<file path="src/hdl/pjw_pkg.sv">
// Shared constants, types and the per-byte hash step for the PJW bucket hash.
package pjw_pkg;

  localparam int ACC_W  = 32;
  localparam int BYTE_W = 8;
  localparam int SIZE_W = 16;

  localparam logic [ACC_W-1:0] TOP_MASK   = 32'hf000_0000;
  localparam int               FOLD_SHIFT = 24;
  localparam int               STEP_SHIFT = 4;

  localparam logic [SIZE_W-1:0] TABLE_SIZE_RESET = 16'd53;

  localparam int FIFO_DEPTH = 4;
  localparam int FIFO_AW    = $clog2(FIFO_DEPTH);
  localparam int FIFO_CW    = $clog2(FIFO_DEPTH + 1);
  localparam logic [FIFO_CW-1:0] FIFO_FULL = FIFO_CW'(FIFO_DEPTH);

  localparam int CNT_W = $clog2(ACC_W);
  localparam logic [CNT_W-1:0] DIV_LAST = CNT_W'(ACC_W - 1);

  typedef struct packed {
    logic             vld;
    logic [ACC_W-1:0] hash;
  } hash_push_t;

  typedef struct packed {
    logic             not_empty;
    logic [ACC_W-1:0] hash;
  } hash_head_t;

  typedef enum logic [1:0] {
    ST_IDLE,
    ST_RUN,
    ST_HOLD
  } back_state_t;

  function automatic logic [ACC_W-1:0] absorb(input logic [ACC_W-1:0] acc,
                                              input logic [BYTE_W-1:0] b);
    logic [ACC_W-1:0] ext;
    logic [ACC_W-1:0] sum;
    logic [ACC_W-1:0] top;
    ext = {{(ACC_W-BYTE_W){b[BYTE_W-1]}}, b};
    sum = (acc << STEP_SHIFT) + ext;
    top = sum & TOP_MASK;
    // fold the top nibble down, then clear it; a no-op when the nibble is zero
    return sum ^ (top >> FOLD_SHIFT) ^ top;
  endfunction

endpackage

</file>
<file path="src/hdl/pjw_key_if.sv">
// Key byte channel: valid/ready with one byte and an end-of-key flag.
interface pjw_key_if;
  logic                        valid;
  logic                        ready;
  logic [pjw_pkg::BYTE_W-1:0]  key_byte;
  logic                        is_last;

  modport source(output valid, output key_byte, output is_last, input ready);
  modport sink(input valid, input key_byte, input is_last, output ready);
endinterface

</file>
<file path="src/hdl/pjw_bucket_if.sv">
// Bucket result channel: valid/ready with one bucket index.
interface pjw_bucket_if;
  logic                        valid;
  logic                        ready;
  logic [pjw_pkg::SIZE_W-1:0]  bucket;

  modport source(output valid, output bucket, input ready);
  modport sink(input valid, input bucket, output ready);
endinterface

</file>
<file path="src/hdl/pjw_front.sv">
// Front end: absorbs key bytes into the accumulator and queues finished hashes.
module pjw_front (
  input  logic                 clk,
  input  logic                 rst,
  pjw_key_if.sink              keys,
  input  logic                 queue_full,
  output pjw_pkg::hash_push_t  push
);

  logic [pjw_pkg::ACC_W-1:0] acc;
  logic [pjw_pkg::ACC_W-1:0] acc_upd;
  logic                      xfer;

  assign keys.ready = !queue_full;
  assign xfer       = keys.valid && keys.ready;
  assign acc_upd    = pjw_pkg::absorb(acc, keys.key_byte);

  assign push.vld  = xfer && keys.is_last;
  assign push.hash = acc_upd;

  always_ff @(posedge clk) begin
    if (rst) begin
      acc <= '0;
    end else if (xfer) begin
      // start the next key from zero once the last byte is queued
      acc <= keys.is_last ? '0 : acc_upd;
    end
  end

endmodule

</file>
<file path="src/hdl/pjw_fifo.sv">
// Short queue of finished key hashes between front and back.
module pjw_fifo (
  input  logic                 clk,
  input  logic                 rst,
  input  pjw_pkg::hash_push_t  push,
  input  logic                 pop,
  output logic                 full,
  output pjw_pkg::hash_head_t  head
);

  logic [pjw_pkg::ACC_W-1:0]   mem [pjw_pkg::FIFO_DEPTH];
  logic [pjw_pkg::FIFO_AW-1:0] wr_ptr;
  logic [pjw_pkg::FIFO_AW-1:0] rd_ptr;
  logic [pjw_pkg::FIFO_CW-1:0] count;
  logic                        do_pop;

  assign full           = (count == pjw_pkg::FIFO_FULL);
  assign head.not_empty = (count != '0);
  assign head.hash      = mem[rd_ptr];
  assign do_pop         = pop && head.not_empty;

  always_ff @(posedge clk) begin
    if (push.vld) begin
      mem[wr_ptr] <= push.hash;
    end
  end

  always_ff @(posedge clk) begin
    if (rst) begin
      wr_ptr <= '0;
      rd_ptr <= '0;
      count  <= '0;
    end else begin
      if (push.vld) begin
        wr_ptr <= wr_ptr + 1'b1;
      end
      if (do_pop) begin
        rd_ptr <= rd_ptr + 1'b1;
      end
      unique case ({push.vld, do_pop})
        2'b10:   count <= count + 1'b1;
        2'b01:   count <= count - 1'b1;
        default: count <= count;
      endcase
    end
  end

endmodule

</file>
<file path="src/hdl/pjw_back.sv">
// Back end: bit-serial remainder of the hash by the table size, output register.
module pjw_back (
  input  logic                       clk,
  input  logic                       rst,
  input  pjw_pkg::hash_head_t        head,
  output logic                       pop,
  input  logic [pjw_pkg::SIZE_W-1:0] table_size,
  pjw_bucket_if.source               buckets
);

  pjw_pkg::back_state_t state;
  pjw_pkg::back_state_t state_next;

  logic [pjw_pkg::ACC_W-1:0]  dividend;
  logic [pjw_pkg::SIZE_W-1:0] rem;
  logic [pjw_pkg::SIZE_W-1:0] rem_next;
  logic [pjw_pkg::CNT_W-1:0]  count;
  logic [pjw_pkg::SIZE_W:0]   trial;
  logic [pjw_pkg::SIZE_W:0]   trial_diff;
  logic                       out_valid;
  logic [pjw_pkg::SIZE_W-1:0] out_bucket;
  logic                       load_out;
  logic                       out_free;

  assign out_free   = !out_valid || buckets.ready;
  assign trial      = {rem, dividend[pjw_pkg::ACC_W-1]};
  assign trial_diff = trial - {1'b0, table_size};
  // remainder stays below the divisor, so one compare and subtract per bit
  assign rem_next   = (trial >= {1'b0, table_size}) ? trial_diff[pjw_pkg::SIZE_W-1:0]
                                                    : trial[pjw_pkg::SIZE_W-1:0];

  always_comb begin
    state_next = state;
    unique case (state)
      pjw_pkg::ST_IDLE: if (head.not_empty)              state_next = pjw_pkg::ST_RUN;
      pjw_pkg::ST_RUN:  if (count == pjw_pkg::DIV_LAST)  state_next = pjw_pkg::ST_HOLD;
      pjw_pkg::ST_HOLD: if (out_free)                    state_next = pjw_pkg::ST_IDLE;
      default:          state_next = pjw_pkg::ST_IDLE;
    endcase
  end

  always_comb begin
    pop      = 1'b0;
    load_out = 1'b0;
    unique case (state)
      pjw_pkg::ST_IDLE: pop      = head.not_empty;
      pjw_pkg::ST_HOLD: load_out = out_free;
      default: ;
    endcase
  end

  always_ff @(posedge clk) begin
    if (rst) begin
      state <= pjw_pkg::ST_IDLE;
    end else begin
      state <= state_next;
    end
  end

  always_ff @(posedge clk) begin
    if (pop) begin
      dividend <= head.hash;
      rem      <= '0;
      count    <= '0;
    end else if (state == pjw_pkg::ST_RUN) begin
      dividend <= dividend << 1;
      rem      <= rem_next;
      count    <= count + 1'b1;
    end
  end

  always_ff @(posedge clk) begin
    if (load_out) begin
      // a zero table size gives bucket zero
      out_bucket <= (table_size == '0) ? '0 : rem;
    end
  end

  always_ff @(posedge clk) begin
    if (rst) begin
      out_valid <= 1'b0;
    end else if (load_out) begin
      out_valid <= 1'b1;
    end else if (buckets.ready) begin
      out_valid <= 1'b0;
    end
  end

  assign buckets.valid  = out_valid;
  assign buckets.bucket = out_bucket;

endmodule

</file>
<file path="src/hdl/pjw_string_hash_bucket.sv">
// Top level: key bytes in, hashed into a queue, reduced modulo table size, bucket out.
// Bytes are taken one per cycle while the hash queue has room (four keys deep).
// After its last byte a hash is queued, popped into the remainder unit, reduced there
// one bit per cycle over the 32-bit hash, and loaded into the output register once it is free.
// The remainder unit sets the sustained rate: it takes a new key only after the last bucket is loaded.
// Reset clears the accumulator, empties the queue and sets table_size to 53.
module pjw_string_hash_bucket (
  input  logic                        clk,
  input  logic                        rst,
  input  logic                        cfg_we,
  input  logic [pjw_pkg::SIZE_W-1:0]  cfg_wdata,
  pjw_key_if.sink                     keys,
  pjw_bucket_if.source                buckets
);

  logic [pjw_pkg::SIZE_W-1:0] table_size;
  pjw_pkg::hash_push_t        push;
  pjw_pkg::hash_head_t        head;
  logic                       queue_full;
  logic                       pop;

  always_ff @(posedge clk) begin
    if (rst) begin
      table_size <= pjw_pkg::TABLE_SIZE_RESET;
    end else if (cfg_we) begin
      table_size <= cfg_wdata;
    end
  end

  pjw_front u_front (
    .clk        (clk),
    .rst        (rst),
    .keys       (keys),
    .queue_full (queue_full),
    .push       (push)
  );

  pjw_fifo u_fifo (
    .clk  (clk),
    .rst  (rst),
    .push (push),
    .pop  (pop),
    .full (queue_full),
    .head (head)
  );

  pjw_back u_back (
    .clk        (clk),
    .rst        (rst),
    .head       (head),
    .pop        (pop),
    .table_size (table_size),
    .buckets    (buckets)
  );

endmodule
</file>
<file path="src/flat_wrapper.sv">
// flat-port wrapper written by rule: the top's interface ports become plain ports
module pjw_string_hash_bucket_flat 
  (clk, rst, cfg_we, cfg_wdata, keys_valid, keys_key_byte, keys_is_last, keys_ready, buckets_valid, buckets_bucket, buckets_ready);
  pjw_key_if keys_i ();
  pjw_bucket_if buckets_i ();
  input  logic clk;
  input  logic rst;
  input  logic cfg_we;
  input  logic [pjw_pkg::SIZE_W-1:0] cfg_wdata;
  input wire logic [$bits(keys_i.valid)-1:0] keys_valid;
  input wire logic [$bits(keys_i.key_byte)-1:0] keys_key_byte;
  input wire logic [$bits(keys_i.is_last)-1:0] keys_is_last;
  output wire logic [$bits(keys_i.ready)-1:0] keys_ready;
  output wire logic [$bits(buckets_i.valid)-1:0] buckets_valid;
  output wire logic [$bits(buckets_i.bucket)-1:0] buckets_bucket;
  input wire logic [$bits(buckets_i.ready)-1:0] buckets_ready;
  assign keys_i.valid = keys_valid;
  assign keys_i.key_byte = keys_key_byte;
  assign keys_i.is_last = keys_is_last;
  assign keys_ready = keys_i.ready;
  assign buckets_valid = buckets_i.valid;
  assign buckets_bucket = buckets_i.bucket;
  assign buckets_i.ready = buckets_ready;
  pjw_string_hash_bucket u_core (.clk(clk), .rst(rst), .cfg_we(cfg_we), .cfg_wdata(cfg_wdata), .keys(keys_i), .buckets(buckets_i));
endmodule
</file>
<file path="config.mk">
export PLATFORM = sky130hd
export DESIGN_NAME = pjw_string_hash_bucket_flat
export DESIGN_NICKNAME = d
export VERILOG_FILES = /design/src/hdl/pjw_pkg.sv /design/src/hdl/pjw_key_if.sv /design/src/hdl/pjw_bucket_if.sv /design/src/hdl/pjw_front.sv /design/src/hdl/pjw_fifo.sv /design/src/hdl/pjw_back.sv /design/src/hdl/pjw_string_hash_bucket.sv /design/src/flat_wrapper.sv
export SDC_FILE = /design/constraint.sdc
export NUM_CORES = 1
export LEC_CHECK = 0
export BUFFER_PORTS_ARGS = -buffer_cell sky130_fd_sc_hd__buf_2
export CAP_MARGIN = 20
export CORE_ASPECT_RATIO = 0.5
export CORE_MARGIN = 5
export CORE_UTILIZATION = 58
export CTS_BUF_LIST = sky130_fd_sc_hd__clkbuf_4 sky130_fd_sc_hd__clkbuf_8
export DETAILED_ROUTE_END_ITERATION = 8
export PLACE_DENSITY = 0.78
export SLEW_MARGIN = 10
export SYNTH_ARGS = -nofsm -noshare
export SYNTH_HDL_FRONTEND = slang
export SYNTH_SLANG_ARGS = --single-unit
</file>
<file path="constraint.sdc">
create_clock -name clk -period 2.4 [get_ports clk]
set_input_delay 0.12 -clock clk [delete_from_list [all_inputs] [get_ports clk]]
set_output_delay 0.12 -clock clk [all_outputs]
set_load 0.02 [all_outputs]
</file>
==> impl_summary.txt, run 1 <==
----------------------------------------------------
[Cells and area]
  Non-filler cells in the finished layout ... 1400
  Post-route cell area ... 0.0135 mm²
  NumNets Final ... 1193
  Relative area change from synthesis to final layout ... 20.0%
  Layout cells sized above 1 ... 0.241
  Number of antenna cells inserted ... 0

[Pwr]
  Switching share of total power ... 0.330
  Comb pwr share ... 0.332
  Internal Pwr Total ... roughly 0.0089 W
  Power dissipated by switching net loads ... ~0.0044 W
  Sequential Power Share ... 0.428
  Maximum ir drop on the vdd rail ... 0.504 mV
  Leakage Power ... 5.30 nW
  Total power of the final layout ... ~0.013 W
  Clock share of power ... 0.240
  Ratio of total power to cell area ... between 900 and 1000 mW/mm²

[Critical path]
  RR Endpoint ... u_core.u_front.acc[4]$_SDFFE_PP0N_
  Reg-to-reg critical path startpoint ... u_core.u_front.acc[0]$_SDFFE_PP0N_
  Classification of the worst setup path ... reg -> reg
  Required @ worst endpoint ... between 2 and 3 ns
  Highest-delay cell along the critical path ... sky130_fd_sc_hd__a221o_1
  Category of the worst setup path capture point ... register
  Arrival @ worst endpoint ... between 2 and 3 ns
  Crit path to ... u_core.u_front.acc[4]$_SDFFE_PP0N_
  Critical path origin ... u_core.u_front.acc[0]$_SDFFE_PP0N_
  Critical path's largest stage delay ... 0.36 ns
  Cell-by-cell trace of the critical path ... ha_4 -> fa_2 -> a21o_1 -> a221o_1 -> a211oi_2 -> o221ai_2 -> a31oi_2 -> xnor2_2 -> a22o_1
  Cell depth of the worst flop-to-flop path ... 9
  Reg-to-reg setup timing slack ... -0.14 ns
  Sort of element at the start of the critical path ... register
  Maximum fanout along the worst path ... 5

[STA]
  Worst setup slack after layout ... -0.140 ns
  Relative slew margins ... 0.506
  RSZ-0062 raised after global routing ... yes
  Worst Tran Pin Value ... 0.735 ns
  Final Slew Violations ... 0
  Final critical path time including I/O delays and setup ... approximately 2.5 ns
  Final critical-path share of the clock period ... 1.06
  Total Neg Setup Slack ... -1.47 ns
  Largest clock skew in the final design ... ~0.033 ns
  Worst hold margin ... just under 0.05 ns
  Maximum achievable frequency ... around 400 MHz
  Final count of negative-setup-slack endpoints ... 25
  Final Hold Violating Endpoints ... 0

[Clock network]
  Total CTS buffers ... 34
  Maximum buffer depth of the clock tree ... 3
  CTS tree ... done
  Clock transition at the register clock pins on the worst setup and hold paths after CTS ... around 0.070 ns
  Clock Latency Late Sink ... around 0.51 ns
  Clk sinks ... roughly 240
  Total number of H-tree levels ... 2
  Cell chosen for the clock root ... sky130_fd_sc_hd__clkbuf_8

[Die]
  Core Area ... ~0.019 mm²
  Placement row count ... 36
  DIE HEIGHT ... roughly 110 µm
  Die Footprint ... 0.0224 mm²
  Starting density of the core ... 0.583
  Boundary pin count ... 48
  Width of the chip ... just over 200 µm

[Global routing]
  Via count of the first global-routing pass ... roughly 8100
  Global-route usage over all layers ... 0.239
  Remaining global-route overflow ... 0
  Maximum number of pins on one net before global-route repair ... 37
  Antenna violations before repair ... 0
  Wire length of the first global-routing pass ... roughly 42000 µm

[Outcome]
  Violated checks ... setup timing
  Outcome ... finished with violations

[Synth]
  Sequential cell area fraction in the yosys report ... 0.564
  Syn nets ... 1039
  Post-synthesis instance area ... 0.0112 mm²
  Register bit total from synthesis ... between 200 and 250
  Share of flip-flops with an asynchronous set or reset ... 0
  Number of warnings printed during yosys synthesis ... 0
  Dominant register cell in the synthesized netlist ... sky130_fd_sc_hd__edfxtp_1
  Synth Instances ... roughly 960
  Mean Syn Cell Area ... 11.8 µm²
  Number of different library cells in the post-synthesis netlist ... 61
  EDFF count, synth ... between 150 and 200

[Drt]
  Starting DRT DRC Count ... 741
  Total via count after detailed routing ... around 8100
  Number of design rule violations left after detail routing ... 0
  Final routed wire length divided by cell count ... 18.9 µm
  Number of detailed-routing iterations run before antenna repair ... 5
  Number of vias per cell ... 5.77
  Antenna-violating nets left ... 0
  Total Wirelength ... around 26000 µm

[Place]
  Post-DP HPWL ... approximately 18000 µm
  Cells after DPL ... about 1300
  Placement-stage cell area ... 0.0124 mm²
  Last weighted congestion value of the routability-driven placer ... just over 0.9
  Number of port buffers ... between 40 and 50

[Flow run]
  Count of maximum capacitance violations ... 0

[Min path]
  WHS Path Cells ... 3
  Launch point of the worst hold path ... keys_is_last
  Type of the most critical hold path ... in -> reg

----------------------------------------------------
stage by stage:
step	util	worst slack, ns
5_1_grt	0.700	-0.213
4_1_cts	0.693	-0.126
6_report	0.700	-0.140
3_3_place_gp	0.644	-0.0918
2_1_floorplan	-	0.00838
3_5_place_dp	0.644	-0.236
area by class of cell:
cell class / count / area, µm²
Inverter: 32 / 120
Tap cell: 266 / 333
Sequential cell: 237 / 6350
Timing Repair Buffer: 165 / 1250
Clock buffer: 45 / 557
Fill cell: 1354 / 5780
Clock inverter: 15 / 105
Multi-Input combinational cell: 640 / 4780
registers in the layout, summed over array words and instances (netlist names), named ones only:
name / count
u_core.u_back.buckets.bucket: 16
u_core.u_fifo.wr_ptr: 2
u_core.u_back.count: 5
u_core.u_fifo.rd_ptr: 2
u_core.u_front.acc: 28
u_core.table_size: 16
u_core.u_fifo.count: 3
u_core.u_back.dividend: 32
u_core.u_fifo.mem: 112
u_core.u_back.rem: 16
u_core.u_back.buckets.valid: 1
u_core.u_back.state: 2
cells in the final DEF (no fill, tap or decap), types with 21 or more instances in the layout:
| cell | count |
|---|---|
| sky130_fd_sc_hd__a21oi_1 | 44 |
| sky130_fd_sc_hd__edfxtp_1 | 160 |
| sky130_fd_sc_hd__dfxtp_1 | 74 |
| sky130_fd_sc_hd__xnor2_1 | 23 |
| sky130_fd_sc_hd__dlygate4sd3_1 | 21 |
| sky130_fd_sc_hd__buf_4 | 90 |
| sky130_fd_sc_hd__inv_1 | 30 |
| sky130_fd_sc_hd__and2_1 | 22 |
| sky130_fd_sc_hd__mux4_2 | 28 |
| sky130_fd_sc_hd__ha_1 | 44 |
| sky130_fd_sc_hd__nor2_1 | 59 |
| sky130_fd_sc_hd__o21ai_0 | 38 |
| sky130_fd_sc_hd__clkbuf_8 | 35 |
| sky130_fd_sc_hd__buf_2 | 47 |
| sky130_fd_sc_hd__nand2_1 | 138 |
critical path: cells and delay by family, from the launching register on:
kind | cells | cell delay (ns)
xor+xnor | 1 | 0.13
compound gates | 6 | 1.47
fa+ha+maj | 2 | 0.50
flops | 1 | 0.34
logic make-up (layout without fill, tap and decap cells):
group,Yosys count,after routing,synth area share
multiplexers,47,47,0.0730
XOR/XNOR,50,50,0.0389
AO/OA/AOI/OAI,191,191,0.115
buffers and inverters,79,257,0.0275
adder cells (fa/ha/maj),53,53,0.0610
flip-flops,237,237,0.564
AND/OR/NAND/NOR,299,299,0.121
routing by layer:
metal  vias up  wire, µm  share of wire  GRT usage
li1       3838         -              -          -
met1      3924     11500           0.44      0.323
met2       276     12600           0.48      0.403
met3        43      1900          0.072     0.0509
met4         0       412          0.016     0.0509
met5         -         0              0          0
Yosys cell counts, drive strengths merged, types with 23 or more instances:
| library cell | n | area (µm²) |
|---|---|---|
| edfxtp | 160 | 4800 |
| nor2 | 60 | 225 |
| xor2 | 23 | 201 |
| mux4 | 28 | 631 |
| nand2 | 139 | 522 |
| dfxtp | 77 | 1540 |
| a21oi | 49 | 245 |
| ha | 50 | 626 |
| o21ai | 42 | 214 |
| clkbuf | 36 | 135 |
| xnor2 | 27 | 236 |
| inv | 32 | 120 |
power groups by stage:
stage / clock network (W) / registers [W] / logic, W
2_1_floorplan: 0 / 0.00560 / 0.00293
3_3_place_gp: 0 / 0.00570 / 0.00405
3_5_place_dp: 0 / 0.00573 / 0.00421
4_1_cts: 0.00322 / 0.00565 / 0.00431
5_1_grt: 0.00344 / 0.00571 / 0.00486
6_report: 0.00317 / 0.00566 / 0.00440
what timing repair did:
item	CTS	global route
hold buffers	21	0
resized for setup	11	28
setup endpoints to repair	45	88
gates cloned	0	0
pin swaps	11	11
endpoints found under the hold margin	34	0
buffers inserted	2	2
worst min path at each step:
stage | endpoint | slack (ns)
after floorplan | u_core.u_fifo.mem[0][0]$_DFFE_PP_ | 0.22
after global placement | u_core.table_size[0]$_SDFFE_PP1P_ | 0.34
after detailed placement | u_core.table_size[0]$_SDFFE_PP1P_ | 0.35
after CTS | u_core.u_fifo.wr_ptr[1]$_SDFFE_PP0P_ | 0.02
after global routing | u_core.u_fifo.wr_ptr[1]$_SDFFE_PP0P_ | 0.03
final | u_core.u_fifo.wr_ptr[1]$_SDFFE_PP0P_ | 0.05
No activity file was read; power rests on OpenSTA's default activity.
==> run 2, diff against run 1 <==
- CORE_UTILIZATION: 58 -> 55
- PLACE_DENSITY: 0.78 -> 0.74
==> impl_summary.txt, run 2 (synthesis results as in run 1) <==
----------------------------------------------------
[Global routing]
  Wire length of the first global-routing pass ... 42100 µm (+1.2%)
  Remaining global-route overflow ... 0 (unchanged)
  Antenna violations before repair ... 0 (unchanged)
  Maximum number of pins on one net before global-route repair ... 37 (unchanged)
  Via count of the first global-routing pass ... 8217 (+1.9%)
  Global-route usage over all layers ... 0.221 (-0.0173)

[STA]
  Worst Tran Pin Value ... 0.533 ns (-0.202 ns)
  Relative slew margins ... 0.642 (+0.136)
  Worst setup slack after layout ... -0.0858 ns (+0.0540 ns)
  Total Neg Setup Slack ... -0.717 ns (+0.748 ns)
  Final critical path time including I/O delays and setup ... 2.49 ns (-0.0540 ns)
  Final Slew Violations ... 0 (unchanged)
  Final count of negative-setup-slack endpoints ... 19 (-24%)
  RSZ-0062 raised after global routing ... yes
  Final Hold Violating Endpoints ... 0 (unchanged)
  Maximum achievable frequency ... 402 MHz (+2.2%)
  Final critical-path share of the clock period ... 1.04 (-0.0225)
  Largest clock skew in the final design ... 0.0251 ns (-0.00746 ns)

[Cells and area]
  Largest register FFs ... 112 (unchanged)
  Registers with the most flip-flops ... u_core.u_fifo.mem x112, u_core.u_back.dividend x32, u_core.u_front.acc x28
  Leading cell type in the layout, fill and taps excluded ... sky130_fd_sc_hd__edfxtp_1
  Layout cells sized above 1 ... 0.245 (+0.00463)
  Most frequent cells in the layout ... sky130_fd_sc_hd__edfxtp_1 (160), sky130_fd_sc_hd__nand2_1 (137), sky130_fd_sc_hd__buf_4 (86)
  Relative area change from synthesis to final layout ... 20.8%
  Final standard cell utilization of the core ... 0.669 (-0.0316)
  Post-route cell area ... 0.0136 mm² (+0.67%)
  Number of antenna cells inserted ... 0 (unchanged)
  NumNets Final ... 1191 (-0.17%)
  Non-filler cells in the finished layout ... 1406 (+0.43%)
  Largest reg by FF count ... u_core.u_fifo.mem

[Outcome]
  Violated checks ... setup timing
  Outcome ... finished with violations

[Die]
  Boundary pin count ... 48 (unchanged)
  Die Footprint ... 0.0236 mm² (+5.1%)
  Starting density of the core ... 0.553 (-0.0300)
  Width of the chip ... 212 µm (+2.6%)
  Placement row count ... 37 (+2.8%)
  Core Area ... 0.0203 mm² (+5.4%)
  DIE HEIGHT ... 111 µm (+2.4%)

[Place]
  Last weighted congestion value of the routability-driven placer ... 0.870 (-4.9%)
  Placement-stage cell area ... 0.0124 mm² (about the same)
  Number of port buffers ... 47 (unchanged)
  Post-DP HPWL ... 17800 µm (-3.2%)
  Cells after DPL ... 1320 (+0.30%)

[Flow run]
  Count of maximum capacitance violations ... 0 (unchanged)

[Critical path]
  Reg-to-reg setup timing slack ... -0.09 ns (+0.05 ns)
  Arrival @ worst endpoint ... 2.92 ns (-0.02 ns)
  Category of the worst setup path capture point ... register
  Critical path's largest stage delay ... 0.35 ns (about the same)
  Maximum fanout along the worst path ... 5 (unchanged)
  Highest-delay cell along the critical path ... sky130_fd_sc_hd__a221o_1
  RR Endpoint ... u_core.u_front.acc[20]$_SDFFE_PP0N_
  Classification of the worst setup path ... reg -> reg
  Reg-to-reg critical path startpoint ... u_core.u_front.acc[0]$_SDFFE_PP0N_
  Total buffers and inverters traversed by the critical path ... 1 (+1)
  Cell-by-cell trace of the critical path ... ha_4 -> fa_2 -> a21o_1 -> a221o_1 -> a211oi_2 -> o221ai_2 -> buf_4 -> xor2_2 -> a22o_1
  Sort of element at the start of the critical path ... register
  Required @ worst endpoint ... 2.84 ns (+0.04 ns)
  Cell depth of the worst flop-to-flop path ... 9 (unchanged)
  Top delay family on crit path ... compound AO/OA/AOI/OAI gates

[Pwr]
  Comb pwr share ... 0.344 (+0.012)
  Power dissipated by switching net loads ... 0.00435 W (-0.29%)
  Switching share of total power ... 0.330 (about the same)
  Ratio of total power to cell area ... 971 mW/mm² (-0.93%)
  Leakage Power ... 5.30 nW (+0.13%)
  Sequential Power Share ... 0.428 (about the same)
  Maximum ir drop on the vdd rail ... 0.414 mV (-18%)
  Clock share of power ... 0.228 (-0.012)
  Internal Pwr Total ... 0.00884 W (-0.25%)

[Drt]
  Antenna-violating nets left ... 0 (unchanged)
  Number of vias per cell ... 5.69 (-1.3%)
  Final routed wire length divided by cell count ... 18.4 µm (-2.2%)
  Number of detailed-routing iterations run before antenna repair ... 5 (unchanged)
  Starting DRT DRC Count ... 627 (-15%)
  Total via count after detailed routing ... 8007 (-0.92%)
  Total Wirelength ... 25900 µm (-1.8%)
  Number of design rule violations left after detail routing ... 0 (unchanged)

[Clock network]
  CTS tree ... done
  Total CTS buffers ... 31 (-8.8%)
  Maximum buffer depth of the clock tree ... 3 (unchanged)
  Clock Latency Late Sink ... 0.57 ns (+0.06 ns)
  Clk sinks ... 237 (unchanged)
  Total number of H-tree levels ... 1 (-1)
  Clock transition at the register clock pins on the worst setup and hold paths after CTS ... 0.08 ns (about the same)
  Cell chosen for the clock root ... sky130_fd_sc_hd__clkbuf_8

[Min path]
  WHS Path Cells ... 3 (unchanged)
  Worst hold endpoint ... u_core.table_size[2]$_SDFFE_PP1P_
  Type of the most critical hold path ... in -> reg
  Launch point of the worst hold path ... cfg_we

----------------------------------------------------
## run 2: cell types whose count changed in the layout (fill, tap and decap cells not counted), moves of 3 or more
cell / before / now
sky130_fd_sc_hd__buf_4: 90 / 86
sky130_fd_sc_hd__o21ai_0: 38 / 30
sky130_fd_sc_hd__clkinv_1: 3 / 6
sky130_fd_sc_hd__clkinv_2: 8 / 4
sky130_fd_sc_hd__clkbuf_8: 35 / 32
sky130_fd_sc_hd__buf_6: 1 / 4
sky130_fd_sc_hd__o21ai_1: 3 / 10
sky130_fd_sc_hd__xnor2_1: 23 / 19
## run 2: area by class of cell
| type | count | area (µm²) |
|---|---|---|
| Fill cell | 1482 | 6740 |
| Timing Repair Buffer | 166 | 1280 |
| Inverter | 32 | 120 |
| Multi-Input combinational cell | 640 | 4870 |
| Tap cell | 273 | 342 |
| Sequential cell | 237 | 6350 |
| Clock buffer | 43 | 523 |
| Clock inverter | 15 | 104 |
## run 2: power by group through the flow
stage / logic (W) / registers [W] / clock network (W)
2_1_floorplan: 0.00293 / 0.00560 / 0
3_3_place_gp: 0.00411 / 0.00570 / 0
3_5_place_dp: 0.00424 / 0.00573 / 0
4_1_cts: 0.00434 / 0.00564 / 0.00307
5_1_grt: 0.00502 / 0.00570 / 0.00328
6_report: 0.00453 / 0.00565 / 0.00301
## run 2: timing repair
item	in CTS	in global routing
buffers inserted	2	5
setup endpoints to repair	40	90
hold buffers	23	0
pin swaps	11	23
hold endpoints to repair	45	0
gates resized for setup	11	53
cloned	0	0
## run 2: metrics by stage
stage	total power, W	setup slack (ns)	hold WS (ns)
after floorplan	0.00852	0.00838	0.219
after global placement	0.00980	-0.104	0.334
after detailed placement	0.00997	-0.187	0.345
after CTS	0.0130	-0.128	0.0198
after global routing	0.0140	-0.194	0.0667
final	0.0132	-0.0858	0.0486
## run 2: routing by layer
layer / track usage / part of all wire / wire length [µm]
met1: 0.297 / 0.44 / 11300
met2: 0.380 / 0.49 / 12600
met3: 0.0382 / 0.057 / 1480
met4: 0.0499 / 0.019 / 488
met5: 0 / 0 / 0
## run 2: worst max path at each step
stage                                       startpoint                                   to  slack, ns  depth (start not counted)
global placement    u_core.u_front.acc[0]$_SDFFE_PP0N_  u_core.u_front.acc[20]$_SDFFE_PP0N_      -0.10                          9
global route        u_core.u_front.acc[0]$_SDFFE_PP0N_  u_core.u_front.acc[20]$_SDFFE_PP0N_      -0.19                          9
detailed placement  u_core.u_front.acc[0]$_SDFFE_PP0N_  u_core.u_front.acc[20]$_SDFFE_PP0N_      -0.19                          9
finish              u_core.u_front.acc[0]$_SDFFE_PP0N_  u_core.u_front.acc[20]$_SDFFE_PP0N_      -0.09                          9
CTS                 u_core.u_front.acc[0]$_SDFFE_PP0N_  u_core.u_front.acc[20]$_SDFFE_PP0N_      -0.13                          9
floorplan           u_core.u_front.acc[0]$_SDFFE_PP0N_   u_core.u_front.acc[4]$_SDFFE_PP0N_      0.008                          9
## run 2: worst reg2reg max path, stage by stage (launching register included)
cell                       delay, ns
sky130_fd_sc_hd__dfxtp_2        0.34
sky130_fd_sc_hd__ha_4           0.16
sky130_fd_sc_hd__fa_2           0.33
sky130_fd_sc_hd__a21o_1         0.18
sky130_fd_sc_hd__a221o_1        0.35
sky130_fd_sc_hd__a211oi_2       0.24
sky130_fd_sc_hd__o221ai_2       0.21
sky130_fd_sc_hd__buf_4          0.20
sky130_fd_sc_hd__xor2_2         0.16
sky130_fd_sc_hd__a22o_1         0.21
